[src/rtl/assert_macros.svh]
// assertion helpers, empty when synthesising
`ifndef ASSERT_MACROS_SVH
`define ASSERT_MACROS_SVH

`ifndef SYNTHESIS

// condition holds at every edge out of reset
`define ASSERT_ALWAYS(lbl, clk, rst_n, cond) \
	lbl: assert property (@(posedge clk) disable iff (!rst_n) (cond)) \
		else $error("invariant violated");

// consequence holds in the cycle after the antecedent
`define ASSERT_NEXT(lbl, clk, rst_n, ante, cons) \
	lbl: assert property (@(posedge clk) disable iff (!rst_n) (ante) |=> (cons)) \
		else $error("next-cycle check failed");

`else

`define ASSERT_ALWAYS(lbl, clk, rst_n, cond)
`define ASSERT_NEXT(lbl, clk, rst_n, ante, cons)

`endif

`endif

[src/rtl/pme_pkg.sv]
`default_nettype none

package pme_pkg;

	// depth of the parenthesis sign stack, bottom entry included
	localparam int NEST_DEPTH = 32;
	localparam int LEVEL_W    = $clog2(NEST_DEPTH + 1);
	localparam int DATA_W     = 32;

	// character codes
	localparam logic [7:0] CH_PLUS  = 8'h2B;
	localparam logic [7:0] CH_MINUS = 8'h2D;
	localparam logic [7:0] CH_LPAR  = 8'h28;
	localparam logic [7:0] CH_RPAR  = 8'h29;
	localparam logic [7:0] CH_SPACE = 8'h20;
	localparam logic [7:0] CH_ZERO  = 8'h30;

	// per-cycle command to every stack cell
	typedef struct packed {
		logic clear;
		logic push;
		logic pop;
	} stack_op_t;

endpackage

`default_nettype wire

[src/rtl/pme_cell.sv]
`default_nettype none

module pme_cell
	import pme_pkg::*;
(
	input  wire logic      clk,
	input  wire logic      arst_n,
	input  wire stack_op_t op,
	input  wire logic      init_bit,
	input  wire logic      from_upper,
	input  wire logic      from_lower,
	output logic           bit_out
);

	logic cell_q;

	// clear wins, then push (shift down), then pop (shift up)
	always_ff @(posedge clk or negedge arst_n) begin
		if (!arst_n) begin
			cell_q <= init_bit;
		end else if (op.clear) begin
			cell_q <= init_bit;
		end else if (op.push) begin
			cell_q <= from_upper;
		end else if (op.pop) begin
			cell_q <= from_lower;
		end
	end

	assign bit_out = cell_q;

endmodule

`default_nettype wire

[src/rtl/pme_sign_stack.sv]
`default_nettype none

`include "assert_macros.svh"

module pme_sign_stack
	import pme_pkg::*;
(
	input  wire logic clk,
	input  wire logic arst_n,
	input  wire logic push_req,
	input  wire logic pop_req,
	input  wire logic clear,
	input  wire logic push_bit,
	output logic      top_sign,
	output logic      err_now
);

	logic [LEVEL_W-1:0]    level_q;
	logic                  err_q;
	logic [NEST_DEPTH-1:0] stack_bits;
	logic                  full;
	logic                  at_bottom;
	logic                  push_ok;
	logic                  pop_ok;
	stack_op_t             op;

	assign full      = (level_q == LEVEL_W'(NEST_DEPTH));
	assign at_bottom = (level_q == LEVEL_W'(1));
	assign push_ok   = push_req && !full;
	assign pop_ok    = pop_req && !at_bottom;
	assign err_now   = err_q || (push_req && full) || (pop_req && at_bottom);

	assign op.clear = clear;
	assign op.push  = push_ok;
	assign op.pop   = pop_ok;

	// cell 0 is the top of stack
	for (genvar i = 0; i < NEST_DEPTH; i++) begin : g_cell
		logic upper;
		logic lower;
		if (i == 0) begin : g_top
			assign upper = push_bit;
		end else begin : g_mid
			assign upper = stack_bits[i-1];
		end
		if (i == NEST_DEPTH - 1) begin : g_end
			assign lower = 1'b0;
		end else begin : g_inner
			assign lower = stack_bits[i+1];
		end
		pme_cell u_cell (
			.clk        (clk),
			.arst_n     (arst_n),
			.op         (op),
			.init_bit   ((i == 0) ? 1'b1 : 1'b0),
			.from_upper (upper),
			.from_lower (lower),
			.bit_out    (stack_bits[i])
		);
	end

	assign top_sign = stack_bits[0];

	always_ff @(posedge clk or negedge arst_n) begin
		if (!arst_n) begin
			level_q <= LEVEL_W'(1);
			err_q   <= 1'b0;
		end else if (clear) begin
			level_q <= LEVEL_W'(1);
			err_q   <= 1'b0;
		end else begin
			err_q <= err_now;
			if (push_ok) begin
				level_q <= level_q + LEVEL_W'(1);
			end else if (pop_ok) begin
				level_q <= level_q - LEVEL_W'(1);
			end
		end
	end

	`ASSERT_ALWAYS(a_level_nonzero, clk, arst_n, level_q != '0)
	`ASSERT_ALWAYS(a_level_bound, clk, arst_n, level_q <= LEVEL_W'(NEST_DEPTH))
	`ASSERT_NEXT(a_clear_restores, clk, arst_n, clear, at_bottom && stack_bits[0] && !err_q)
	`ASSERT_NEXT(a_refused_push_flags, clk, arst_n, push_req && full && !clear, err_q)

endmodule

`default_nettype wire

[src/rtl/plus_minus_expression_evaluator.sv]
`default_nettype none

// Evaluates an expression of decimal integers, '+', '-', parentheses and
// spaces, one character per input transaction, with last_char marking the
// final character. Any other character counts as a digit. A new character
// is taken every cycle while in_stall is low; the only loop is the update
// of the number register (times ten plus digit) and running total. When the
// last character is taken the evaluator returns to its reset state at once,
// and the result transaction (value wrapped to 32 bits, plus nest_error)
// passes through a two-stage output pipe that holds
// under out_stall. The sign stack is a row of 32 one-bit cells that shift
// on '(' and ')'; a push onto a full stack or a pop of the bottom entry is
// refused and sets nest_error for that expression. in_stall rises only
// while a finished result is waiting and the output pipe is full.
module plus_minus_expression_evaluator
	import pme_pkg::*;
(
	input  wire logic               clk,
	input  wire logic               arst_n,
	input  wire logic               in_valid,
	output logic                    in_stall,
	input  wire logic [7:0]         char_code,
	input  wire logic               last_char,
	output logic                    out_valid,
	input  wire logic               out_stall,
	output logic signed [DATA_W-1:0] result_value,
	output logic                    nest_error
);

	// evaluator state
	logic [DATA_W-1:0] total_q;
	logic [DATA_W-1:0] num_q;
	logic              sign_q;

	// output pipe
	logic              valid_s1;
	logic [DATA_W-1:0] total_s1;
	logic [DATA_W-1:0] num_s1;
	logic              neg_s1;
	logic              err_s1;
	logic              valid_s2;
	logic [DATA_W-1:0] result_s2;
	logic              err_s2;

	logic              accept;
	logic              adv_s2;
	logic              is_plus;
	logic              is_minus;
	logic              is_op;
	logic              is_lpar;
	logic              is_rpar;
	logic              is_digit;
	logic              top_sign;
	logic              err_now;
	logic [DATA_W-1:0] signed_num;
	logic [DATA_W-1:0] digit_val;
	logic [DATA_W-1:0] total_nxt;
	logic [DATA_W-1:0] num_nxt;
	logic              sign_nxt;

	// character decode
	assign is_plus  = (char_code == CH_PLUS);
	assign is_minus = (char_code == CH_MINUS);
	assign is_op    = is_plus || is_minus;
	assign is_lpar  = (char_code == CH_LPAR);
	assign is_rpar  = (char_code == CH_RPAR);
	assign is_digit = !is_op && !is_lpar && !is_rpar && (char_code != CH_SPACE);

	// handshake: the pipe moves when stage 2 is free or being drained
	assign adv_s2   = valid_s1 && (!valid_s2 || !out_stall);
	assign in_stall = valid_s1 && !adv_s2;
	assign accept   = in_valid && !in_stall;

	pme_sign_stack u_stack (
		.clk      (clk),
		.arst_n   (arst_n),
		.push_req (accept && is_lpar),
		.pop_req  (accept && is_rpar),
		.clear    (accept && last_char),
		.push_bit (sign_q),
		.top_sign (top_sign),
		.err_now  (err_now)
	);

	// next evaluator state for the character on the port
	assign signed_num = sign_q ? num_q : (DATA_W'(0) - num_q);
	assign digit_val  = {{(DATA_W-8){1'b0}}, char_code} - {{(DATA_W-8){1'b0}}, CH_ZERO};

	always_comb begin
		total_nxt = total_q;
		num_nxt   = num_q;
		sign_nxt  = sign_q;
		if (is_op) begin
			total_nxt = total_q + signed_num;
			// sign inside the current bracket level, flipped for minus
			sign_nxt  = (top_sign == is_plus);
			num_nxt   = '0;
		end else if (is_digit) begin
			// times ten as two shifts and an add
			num_nxt = (num_q << 3) + (num_q << 1) + digit_val;
		end
	end

	always_ff @(posedge clk or negedge arst_n) begin
		if (!arst_n) begin
			total_q <= '0;
			num_q   <= '0;
			sign_q  <= 1'b1;
		end else if (accept) begin
			if (last_char) begin
				total_q <= '0;
				num_q   <= '0;
				sign_q  <= 1'b1;
			end else begin
				total_q <= total_nxt;
				num_q   <= num_nxt;
				sign_q  <= sign_nxt;
			end
		end
	end

	// stage 1: capture the closing state of the expression
	always_ff @(posedge clk or negedge arst_n) begin
		if (!arst_n) begin
			valid_s1 <= 1'b0;
		end else if (accept && last_char) begin
			valid_s1 <= 1'b1;
		end else if (adv_s2) begin
			valid_s1 <= 1'b0;
		end
	end

	always_ff @(posedge clk) begin
		if (accept && last_char) begin
			total_s1 <= total_nxt;
			num_s1   <= num_nxt;
			neg_s1   <= !sign_nxt;
			err_s1   <= err_now;
		end
	end

	// stage 2: fold in the pending number with its sign
	always_ff @(posedge clk or negedge arst_n) begin
		if (!arst_n) begin
			valid_s2 <= 1'b0;
		end else if (adv_s2) begin
			valid_s2 <= 1'b1;
		end else if (!out_stall) begin
			valid_s2 <= 1'b0;
		end
	end

	always_ff @(posedge clk) begin
		if (adv_s2) begin
			result_s2 <= neg_s1 ? (total_s1 - num_s1) : (total_s1 + num_s1);
			err_s2    <= err_s1;
		end
	end

	assign out_valid    = valid_s2;
	assign result_value = signed'(result_s2);
	assign nest_error   = err_s2;

endmodule

`default_nettype wire

[config.mk]
export PLATFORM = sky130hd
export DESIGN_NAME = plus_minus_expression_evaluator
export DESIGN_NICKNAME = d
export VERILOG_FILES = /design/src/rtl/pme_pkg.sv /design/src/rtl/pme_cell.sv /design/src/rtl/pme_sign_stack.sv /design/src/rtl/plus_minus_expression_evaluator.sv
export VERILOG_INCLUDE_DIRS = /design/src /design/src/rtl
export SDC_FILE = /design/constraint.sdc
export NUM_CORES = 1
export LEC_CHECK = 0
export BUFFER_PORTS_ARGS = -buffer_cell sky130_fd_sc_hd__buf_2
export CAP_MARGIN = 20
export CORE_UTILIZATION = 55
export CTS_CLUSTER_DIAMETER = 80
export CTS_CLUSTER_SIZE = 10
export DETAILED_ROUTE_END_ITERATION = 10
export GPL_ROUTABILITY_DRIVEN = 0
export HOLD_SLACK_MARGIN = 0.06
export PLACE_DENSITY = 0.72
export SLEW_MARGIN = 20
export SYNTH_ARGS = -nofsm -noshare
export SYNTH_HDL_FRONTEND = slang
export SYNTH_SLANG_ARGS = --single-unit
[constraint.sdc]
create_clock -name clk -period 4.8 [get_ports clk]
set_clock_uncertainty 0.2 [all_clocks]
set_input_delay 0.48 -clock clk [delete_from_list [all_inputs] [get_ports clk]]
set_output_delay 0.48 -clock clk [all_outputs]
set_load 0.02 [all_outputs]
==> flow_summary.toml, run 1 <==
[run_status]
status = "finished, final reports clean"

[grt]
first_global_vias = 11511
grt_max_degree = 67
track_usage = 0.2505
overflow = 0
grt_pass1_wl_mm = 57.07
antenna_found_initial = 0

[synthesis]
synth.mux.area_fraction = 0.002766
synth.avg_cell_area_sq_um = 9.216
yosys.area.top_type_share = 0.1991
synth_commonest_cells = "nand2_1, a21oi_1, o21ai_0"
synth_top_family_by_area = "compound AO/OA/AOI/OAI gates"
syn_nets = 1765
yosysSeqAreaShare = 0.3771
yosys.area.top_type = "edfxtp_1"
yosys-top-cells-area = "edfxtp_1, dfrtp_1, ha_1"
ys_ff_latch = 205
yosys.area_share.adder = 0.1262
synth_warnings = 0
synth_compound_area_frac = 0.2244
synth-xor-area-share = 0.08791
synthFlopType = "dfrtp_1"
synth_cell_type_count = 73
synth_edf_count = 99
syn-instance-count = 1620
synthArstFlopShare = 0.5171
synth-simple-area-share = 0.1488
synth.most_common_cell = "nand2_1"
syn-cell-area_sq_mm = 0.01493

[die]
floorplan.initialDensity = 0.5665
core_area_sq_mm = 0.02635
die_y_microns = 166.8
die_x_microns = 166.8
rows = 59
die_area_sq_mm = 0.02781
ioPinCount = 48

[sta]
hold_violations = 0
maxSlewViolCount = 0
fmax_ghz = 0.2173
worstMarginPinSlew_ns = 1.066
setup_tns_ns = 0
finalCriticalPeriod_ns = 4.601
slew_headroom = 0.2873
fin_crit_sh = 0.9586
holdWs_ns = 0.2306
final-setup-viol-count = 0

[worst_setup_path]
worst_setup_path_end_kind = "register"
cp-start-kind = "register"
cp_slowest_cell = "or4_4"
worstPathCellList = "or4_4, or2_4, or4_1, nor2_1, nor2_1, xor2_1, ha_1, nand4_1, a211oi_1, buf_4, o2111ai_1, a21oi_1, o31ai_2, nand3b_1, buf_4, xor2_1"
cp.arrival_ns = 4.66
worstReg2RegStart = "num_q[6]"
critPathKind = "register to register"
max_stage_delay_ns = 0.58
required_ns = 4.86
critPathMaxFanout = 5
cp-startpoint = "num_q[6]"

[cts]
cts_buffers = 24
htree_levels = 1
path_clk_slew_ns = 0.06
root_buffer = "clkbuf_16"
ctsLongestPathBuffers = 3
cts_tree = "yes"
clkLatencyLatePin_ns = 0.53
clock_sinks = 205

[power]
cellPowerDensity_mw_per_mm2 = 574.7
ir_worst_vdd_v = 0.0002744
p_leak_nw = 7.253

[finish]
nFillCells = 2174
instances_no_fill = 2002
area_growth_pct = 9.898
nets = 1794
finalInstanceArea_sq_mm = 0.01641
fin_util = 0.6226
antennaDiodeCount = 0
drive_gt1_frac = 0.08878

[detailed_routing]
antenna_left = 0
routed_via_density = 6.073
dr.pass1.iters = 5
drt_iter0_drc = 1135
routed_wl_mm = 34.86
routed-via-count = 12159
drcViolationCount = 0
wire_per_inst_microns = 17.41

[placement]
port_buffers = 47
dpl.cell_count = 1953
dp_hpwl_mm = 25.91
place_area_sq_mm = 0.01560

[min_path]
min_path_type = "input port to register"
hp-start = "in_valid"

[run]
max_cap_violations = 0
## per-layer routing
layer	global-route usage	wire, microns
met5	0	0
met4	0.07649	1005
met3	0.01949	1782
met2	0.4121	15750
met1	0.3538	16320
## cells in the final DEF, fill, tap and decap left out, types with 12 or more instances in the layout
cell	n
nand4_1	13
a22o_1	40
and2_1	12
a21oi_1	143
ha_1	100
fa_1	31
buf_4	33
nand3_1	32
xnor2_1	91
clkbuf_1	18
o21ai_0	141
edfxtp_1	99
clkbuf_16	24
xor2_1	57
inv_1	49
nand2_1	179
buf_2	46
dfrtp_1	103
a22oi_1	34
nor3_1	24
and3_1	19
a31oi_1	15
nor2b_1	18
a21o_1	50
nand2b_1	17
nor2_1	104
## registers in the layout (all words and copies together) (netlist names), 6 cells and up
name	count
num_s1	32
total_q	32
u_stack.level_q	6
num_q	32
result_value	32
total_s1	32
u_stack.g_cell.u_cell.bit_out	32
## area by class of cell
class / count / area [sq um] / share of cell area
multi-input cells: 1285 / 8917 / 0.5435
flip-flops and latches: 205 / 5629 / 0.3431
well taps: 335 / 419.2 / 0.02555
clock buffers: 42 / 668.1 / 0.04072
repair buffers: 83 / 538.0 / 0.03279
inverters: 50 / 188.9 / 0.01152
clock inverters: 2 / 46.29 / 0.002822
## final timing paths
path | endpoint | slack, ns | cells after the start
max in group asynchronous | num_q[28] | 3.24 | 3
worst min-delay path | total_q[0] | 0.23 | 3
worst max register to register | total_s1[31] | 0.20 | 16
worst min register to register | nest_error | 0.25 | 0
min in group asynchronous | u_stack.g_cell[26].u_cell.bit_out | 0.28 | 2
worst max-delay path | total_s1[31] | 0.20 | 16
## logic make-up after synthesis
kind of cell | count (synthesis)
and+or+nand+nor | 472
xor gates and xnor gates | 149
AOI/OAI and AO/OA | 528
DFF | 205
buffers and inverters | 130
adders and majority gates | 132
muxes | 4
## metrics by stage
step / power (mW) / setup WS, ns
2_1_floorplan: 6.476 / 0.2040
3_3_place_gp: 7.484 / 0.3243
3_5_place_dp: 7.620 / 0.2447
4_1_cts: 9.350 / 0.2088
5_1_grt: 10.10 / -0.004839
6_report: 9.430 / 0.1988
## critical path, delay by kind of cell (launching register included)
| kind | cells | cell delay (ns) |
|---|---|---|
| flops | 1 | 0.38 |
| fa+ha+maj | 1 | 0.39 |
| buf+inv | 2 | 0.33 |
| simple gates | 7 | 1.93 |
| compound gates | 4 | 0.82 |
| xor+xnor | 2 | 0.28 |
## where the power goes
part / switching [mW] / internal, mW / total [mW]
Sequential: 0.478 / 2.40 / 2.88
Combinational: 2.80 / 2.05 / 4.85
Clock: 0.709 / 0.992 / 1.70
Total: 3.99 / 5.44 / 9.43
## timing repair
item | in CTS | in global routing
buffers inserted | 0 | 3
gates resized for setup | 0 | 14
hold buffers | 2 | 0
endpoints found under the setup margin | 0 | 11
endpoints found under the hold margin | 38 | 0
Note: power is estimated with default switching activity, not from simulation.
==> inputs of run 2 (changes only) <==
- MAX_ROUTING_LAYER: unset -> met4
==> run 2 against run 1 <==
  * Fmax is 0.15% higher
  * Largest cell class unchanged
  * Final cell count stayed put
  * Critical path depth stayed put
  * Count of clock-buffer cells in the layout stayed put
  * Worst hold slack worse by 0.0017 ns
==> flow_summary.toml, run 2 (synthesized netlist as in run 1, its figures left out) <==
[power]
p_leak_nw = 7.253
clock_power_share = 0.181
ir_worst_vdd_v = 0.0002754
switchingPower_mw = 3.987
power_mw = 9.429
seq_power_share = 0.306
share_comb_of_total_power = 0.514
cellPowerDensity_mw_per_mm2 = 574.7
sw_frac_of_total = 0.4229
internal_power_mw = 5.441

[worst_setup_path]
r2r_slack_ns = 0.21
worst_setup_path_end_kind = "register"
cp.arrival_ns = 4.65
critPathKind = "register to register"
critPathMaxFanout = 5
required_ns = 4.86
cp-start-kind = "register"

[die]
die_area_sq_mm = 0.02781
floorplan.initialDensity = 0.5665
die_x_microns = 166.8
ioPinCount = 48
core_area_sq_mm = 0.02635
rows = 59
die_y_microns = 166.8

[placement]
port_buffers = 47
dpl.cell_count = 1953
post-place-ws_ns = 0.2447
place_area_sq_mm = 0.01560
dp_hpwl_mm = 25.91

[finish]
area_growth_pct = 9.898
final_cell_mix = "nand2_1, a21oi_1, o21ai_0"
final_common_cell = "nand2_1"
nets = 1794
fin_util = 0.6226
antennaDiodeCount = 0
instances_no_fill = 2002
finalInstanceArea_sq_mm = 0.01641
nFillCells = 2174
drive_gt1_frac = 0.08878

[cts]
clkLatencyLatePin_ns = 0.53
cts_tree = "yes"
ctsLongestPathBuffers = 3
path_clk_slew_ns = 0.06
cts_buffers = 24
htree_levels = 1
clock_sinks = 205
root_buffer = "clkbuf_16"

[grt]
grt_pass1_wl_mm = 57.06
antenna_found_initial = 0
track_usage = 0.2582
grt_max_degree = 67
first_global_vias = 11505
overflow = 0

[sta]
holdWs_ns = 0.2289
finalCriticalPeriod_ns = 4.594
hold_violations = 0
timing.final.ws_setup_ns = 0.2057
maxSlewViolCount = 0
worstMarginPinSlew_ns = 1.076
slew_headroom = 0.2807
final-setup-viol-count = 0
fmax_ghz = 0.2177
fin_crit_sh = 0.9571
setup_tns_ns = 0

[detailed_routing]
dr.pass1.iters = 5
routed-via-count = 12162
antenna_left = 0
routed_wl_mm = 34.91
routed_via_density = 6.075
wire_per_inst_microns = 17.44
drt_iter0_drc = 1161
drcViolationCount = 0

[run_status]
status = "finished, final reports clean"

[run]
max_cap_violations = 0

[min_path]
min_path_type = "input port to register"
==> run 2: critical path, stage by stage (launching register included) <==
cell       delay [ns]
dfrtp_1          0.38
or4_4            0.58
or2_4            0.29
or4_1            0.51
nor2_1           0.12
nor2_1           0.05
xor2_1           0.15
ha_1             0.39
nand4_1          0.17
a211oi_1         0.26
buf_4            0.17
o2111ai_1        0.15
a21oi_1          0.32
o31ai_2          0.09
nand3b_1         0.20
buf_4            0.16
xor2_1           0.13
==> run 2: repair_timing <==
action | CTS | global route
endpoints found under the setup margin | 0 | 11
buffers inserted | 0 | 3
resized for setup | 0 | 14
hold endpoints to repair | 38 | 0
hold buffers | 2 | 0
==> run 2: power by group through the flow <==
| stage | combinational, mW | sequential, mW | clock [mW] |
|---|---|---|---|
| floorplan | 3.63 | 2.85 | 0 |
| global placement | 4.61 | 2.87 | 0 |
| detailed placement | 4.73 | 2.89 | 0 |
| CTS | 4.76 | 2.86 | 1.73 |
| global route | 5.37 | 2.94 | 1.79 |
| finish | 4.84 | 2.88 | 1.70 |
==> run 2: area by class of cell <==
class	instances	area, sq um	share of cell area
repair buffers	83	538.0	0.03279
well taps	335	419.2	0.02555
clock buffers	42	668.1	0.04072
inverters	50	188.9	0.01152
clock inverters	2	46.29	0.002822
flip-flops and latches	205	5629	0.3431
multi-input cells	1285	8917	0.5435
==> run 2: routing by layer <==
metal | GRT usage | part of all wire | wire length (microns) | vias to the layer above
li1 | - | - | - | 5966
met1 | 0.3537 | 0.47 | 16390 | 5780
met2 | 0.4121 | 0.45 | 15830 | 354
met3 | 0.01949 | 0.049 | 1710 | 62
met4 | 0.07649 | 0.028 | 977 | 0
met5 | - | 0 | 0 | -
==> run 2: final timing paths <==
kind,from,to,cells after the start
setup / recovery,num_q[6],total_s1[31],16
hold / removal,in_valid,total_q[0],3
setup reg to reg,num_q[6],total_s1[31],16
hold reg to reg,err_s1,nest_error,0
max in group asynchronous,arst_n,num_q[29],3
min in group asynchronous,arst_n,u_stack.g_cell[26].u_cell.bit_out,2
==> inputs of run 3 (changes only) <==
- PLACE_DENSITY: 0.72 -> 0.75
- clock period: 4.8 -> 4.1 ns (I/O delays scaled with it)
==> run 3 against run 2 <==
  * The flow now finishes with violations (setup timing)
  * Non-clock buffer count increased by 177
  * Sequential share of layout area decreased by 3.5 points
  * Final cell count increased by 8.8%
  * Total power increased by 33%
  * Core utilization increased by 7.1 points
  * Worst setup slack got worse by 0.46 ns
  * Wire length increased by 8.6%
  * Combinational power increased by 49%
  * Fmax increased by 5.4%
  * Sequential cell count unchanged
  * Sequential power increased by 14%
  * Design area increased by 11%
==> flow_summary.toml, run 3 (synthesized netlist as in run 1, its figures left out) <==
[run_status]
status = "finished with violations"
violations = "setup timing"

[worst_setup_path]
worstReg2RegStart = "num_q[5]"
reg2reg_depth = 17
r2r_slack_ns = -0.26
critPathKind = "register to register"
worst_setup_path_end_kind = "register"
r2r_end = "total_s1[26]"
critPathMaxFanout = 5
required_ns = 4.15
cp-start-kind = "register"
cp.arrival_ns = 4.41

[sta]
finalCriticalPeriod_ns = 4.358
slew_headroom = 0.3032
fmax_ghz = 0.2295
worstMarginPinSlew_ns = 1.045
hold_violations = 0
fin_crit_sh = 1.063
maxSlewViolCount = 0
timing.final.ws_setup_ns = -0.2575
final-setup-viol-count = 18
rsz0062_at_grt = "yes"

[min_path]
holdPathEnd = "sign_q"
min_path_type = "input port to register"
hp-start = "char_code[1]"
worstHoldPathCells = 4

[cts]
cts_tree = "yes"
root_buffer = "clkbuf_16"
htree_levels = 1
clkLatencyLatePin_ns = 0.53
ctsLongestPathBuffers = 3
cts_buffers = 24
clock_sinks = 205
path_clk_slew_ns = 0.06

[power]
power_mw = 12.51
seq_power_share = 0.263
internal_power_mw = 7.362
ir_worst_vdd_v = 0.0003692
sw_frac_of_total = 0.4114
switchingPower_mw = 5.145
cellPowerDensity_mw_per_mm2 = 684.8
share_comb_of_total_power = 0.578
clock_power_share = 0.159
p_leak_nw = 8.241

[grt]
overflow = 0
track_usage = 0.2798
grt_max_degree = 67
antenna_found_initial = 1
grt_pass1_wl_mm = 61.93
first_global_vias = 12652

[die]
rows = 59
ioPinCount = 48
floorplan.initialDensity = 0.5665
die_area_sq_mm = 0.02781
die_x_microns = 166.8
core_area_sq_mm = 0.02635
die_y_microns = 166.8

[finish]
nets = 1971
final_common_cell = "buf_4"
finalInstanceArea_sq_mm = 0.01827
area_growth_pct = 22.34
final_cell_mix = "buf_4, nand2_1, a21oi_1"
drive_gt1_frac = 0.2208

[detailed_routing]
dr.pass1.iters = 6
drt_iter0_drc = 1200
drcViolationCount = 0
routed_wl_mm = 37.92
wire_per_inst_microns = 17.40
routed_via_density = 5.976
antenna_left = 0
routed-via-count = 13021

[placement]
place_area_sq_mm = 0.01697
dp_hpwl_mm = 27.58
port_buffers = 47

[run]
max_cap_violations = 0
[run 3: timing repair]
item / CTS / global route
gates resized for setup: 31 / 69
hold buffers: 2 / 0
endpoints found under the hold margin: 61 / 0
pin swaps: 25 / 66
buffers inserted: 9 / 18
endpoints found under the setup margin: 25 / 51
[run 3: worst max-delay path by stage]
| stage | start | slack (ns) | cells past startpoint | end |
|---|---|---|---|---|
| finish | num_q[5] | -0.26 | 17 | total_s1[26] |
| global route | num_q[5] | -0.39 | 17 | total_s1[26] |
| CTS | num_q[5] | -0.17 | 16 | total_s1[26] |
| detailed placement | num_s1[0] | -0.19 | 20 | result_value[28] |
| global placement | num_q[5] | -0.12 | 15 | total_s1[31] |
| floorplan | char_code[4] | -0.29 | 13 | num_s1[31] |
[run 3: worst max-delay path, cell delays in order, from the launching register on]
cell and delay [ns]:
dfrtp_2 0.40, or4_4 0.54, or2_4 0.27, or4_4 0.42
nor2_1 0.10, nor2_1 0.05, xor2_1 0.15, ha_1 0.38
o211ai_1 0.12, and2_4 0.17, nor2_1 0.07, a21bo_2 0.25
a21oi_4 0.19, o41ai_4 0.09, buf_4 0.17, o31ai_2 0.24
xnor2_1 0.19, o21ai_1 0.09
[run 3: area by class of cell]
type | instances | area (sq um)
diodes | 1 | 2.502
clock buffers | 41 | 664.4
clock inverters | 2 | 46.29
fillers | 1892 | 8089
inverters | 50 | 188.9
multi-input cells | 1285 | 9445
flip-flops and latches | 205 | 5632
well taps | 335 | 419.2
repair buffers | 260 | 1867
[run 3: power groups by stage]
stage / combinational (mW) / sequential, mW / clock (mW)
6_report: 7.23 / 3.29 / 1.99
5_1_grt: 7.93 / 3.34 / 2.10
4_1_cts: 6.85 / 3.25 / 2.01
3_5_place_dp: 6.70 / 3.28 / 0
3_3_place_gp: 6.51 / 3.27 / 0
2_1_floorplan: 4.50 / 3.33 / 0
[run 3: stage by stage]
| step | cells | utilization | worst slack [ns] | hold WS (ns) | TNS, ns |
|---|---|---|---|---|---|
| after floorplan | 1620 | - | -0.2871 | -0.08559 | -2.504 |
| after global placement | 2108 | 0.6440 | -0.1174 | 0.2301 | -0.8600 |
| after detailed placement | 2108 | 0.6440 | -0.1881 | 0.2366 | -2.108 |
| after CTS | 2162 | 0.6774 | -0.1657 | 0.1960 | -1.205 |
| after global routing | 2179 | 0.6931 | -0.3921 | 0.2249 | -6.012 |
| final | 2179 | 0.6931 | -0.2575 | 0.2202 | -1.865 |
[run 3: routing by layer]
layer	GRT usage	wire [microns]
met1	0.3604	16720
met3	0.02709	2064
met2	0.4688	18060
met4	0.08374	1073
met5	-	0
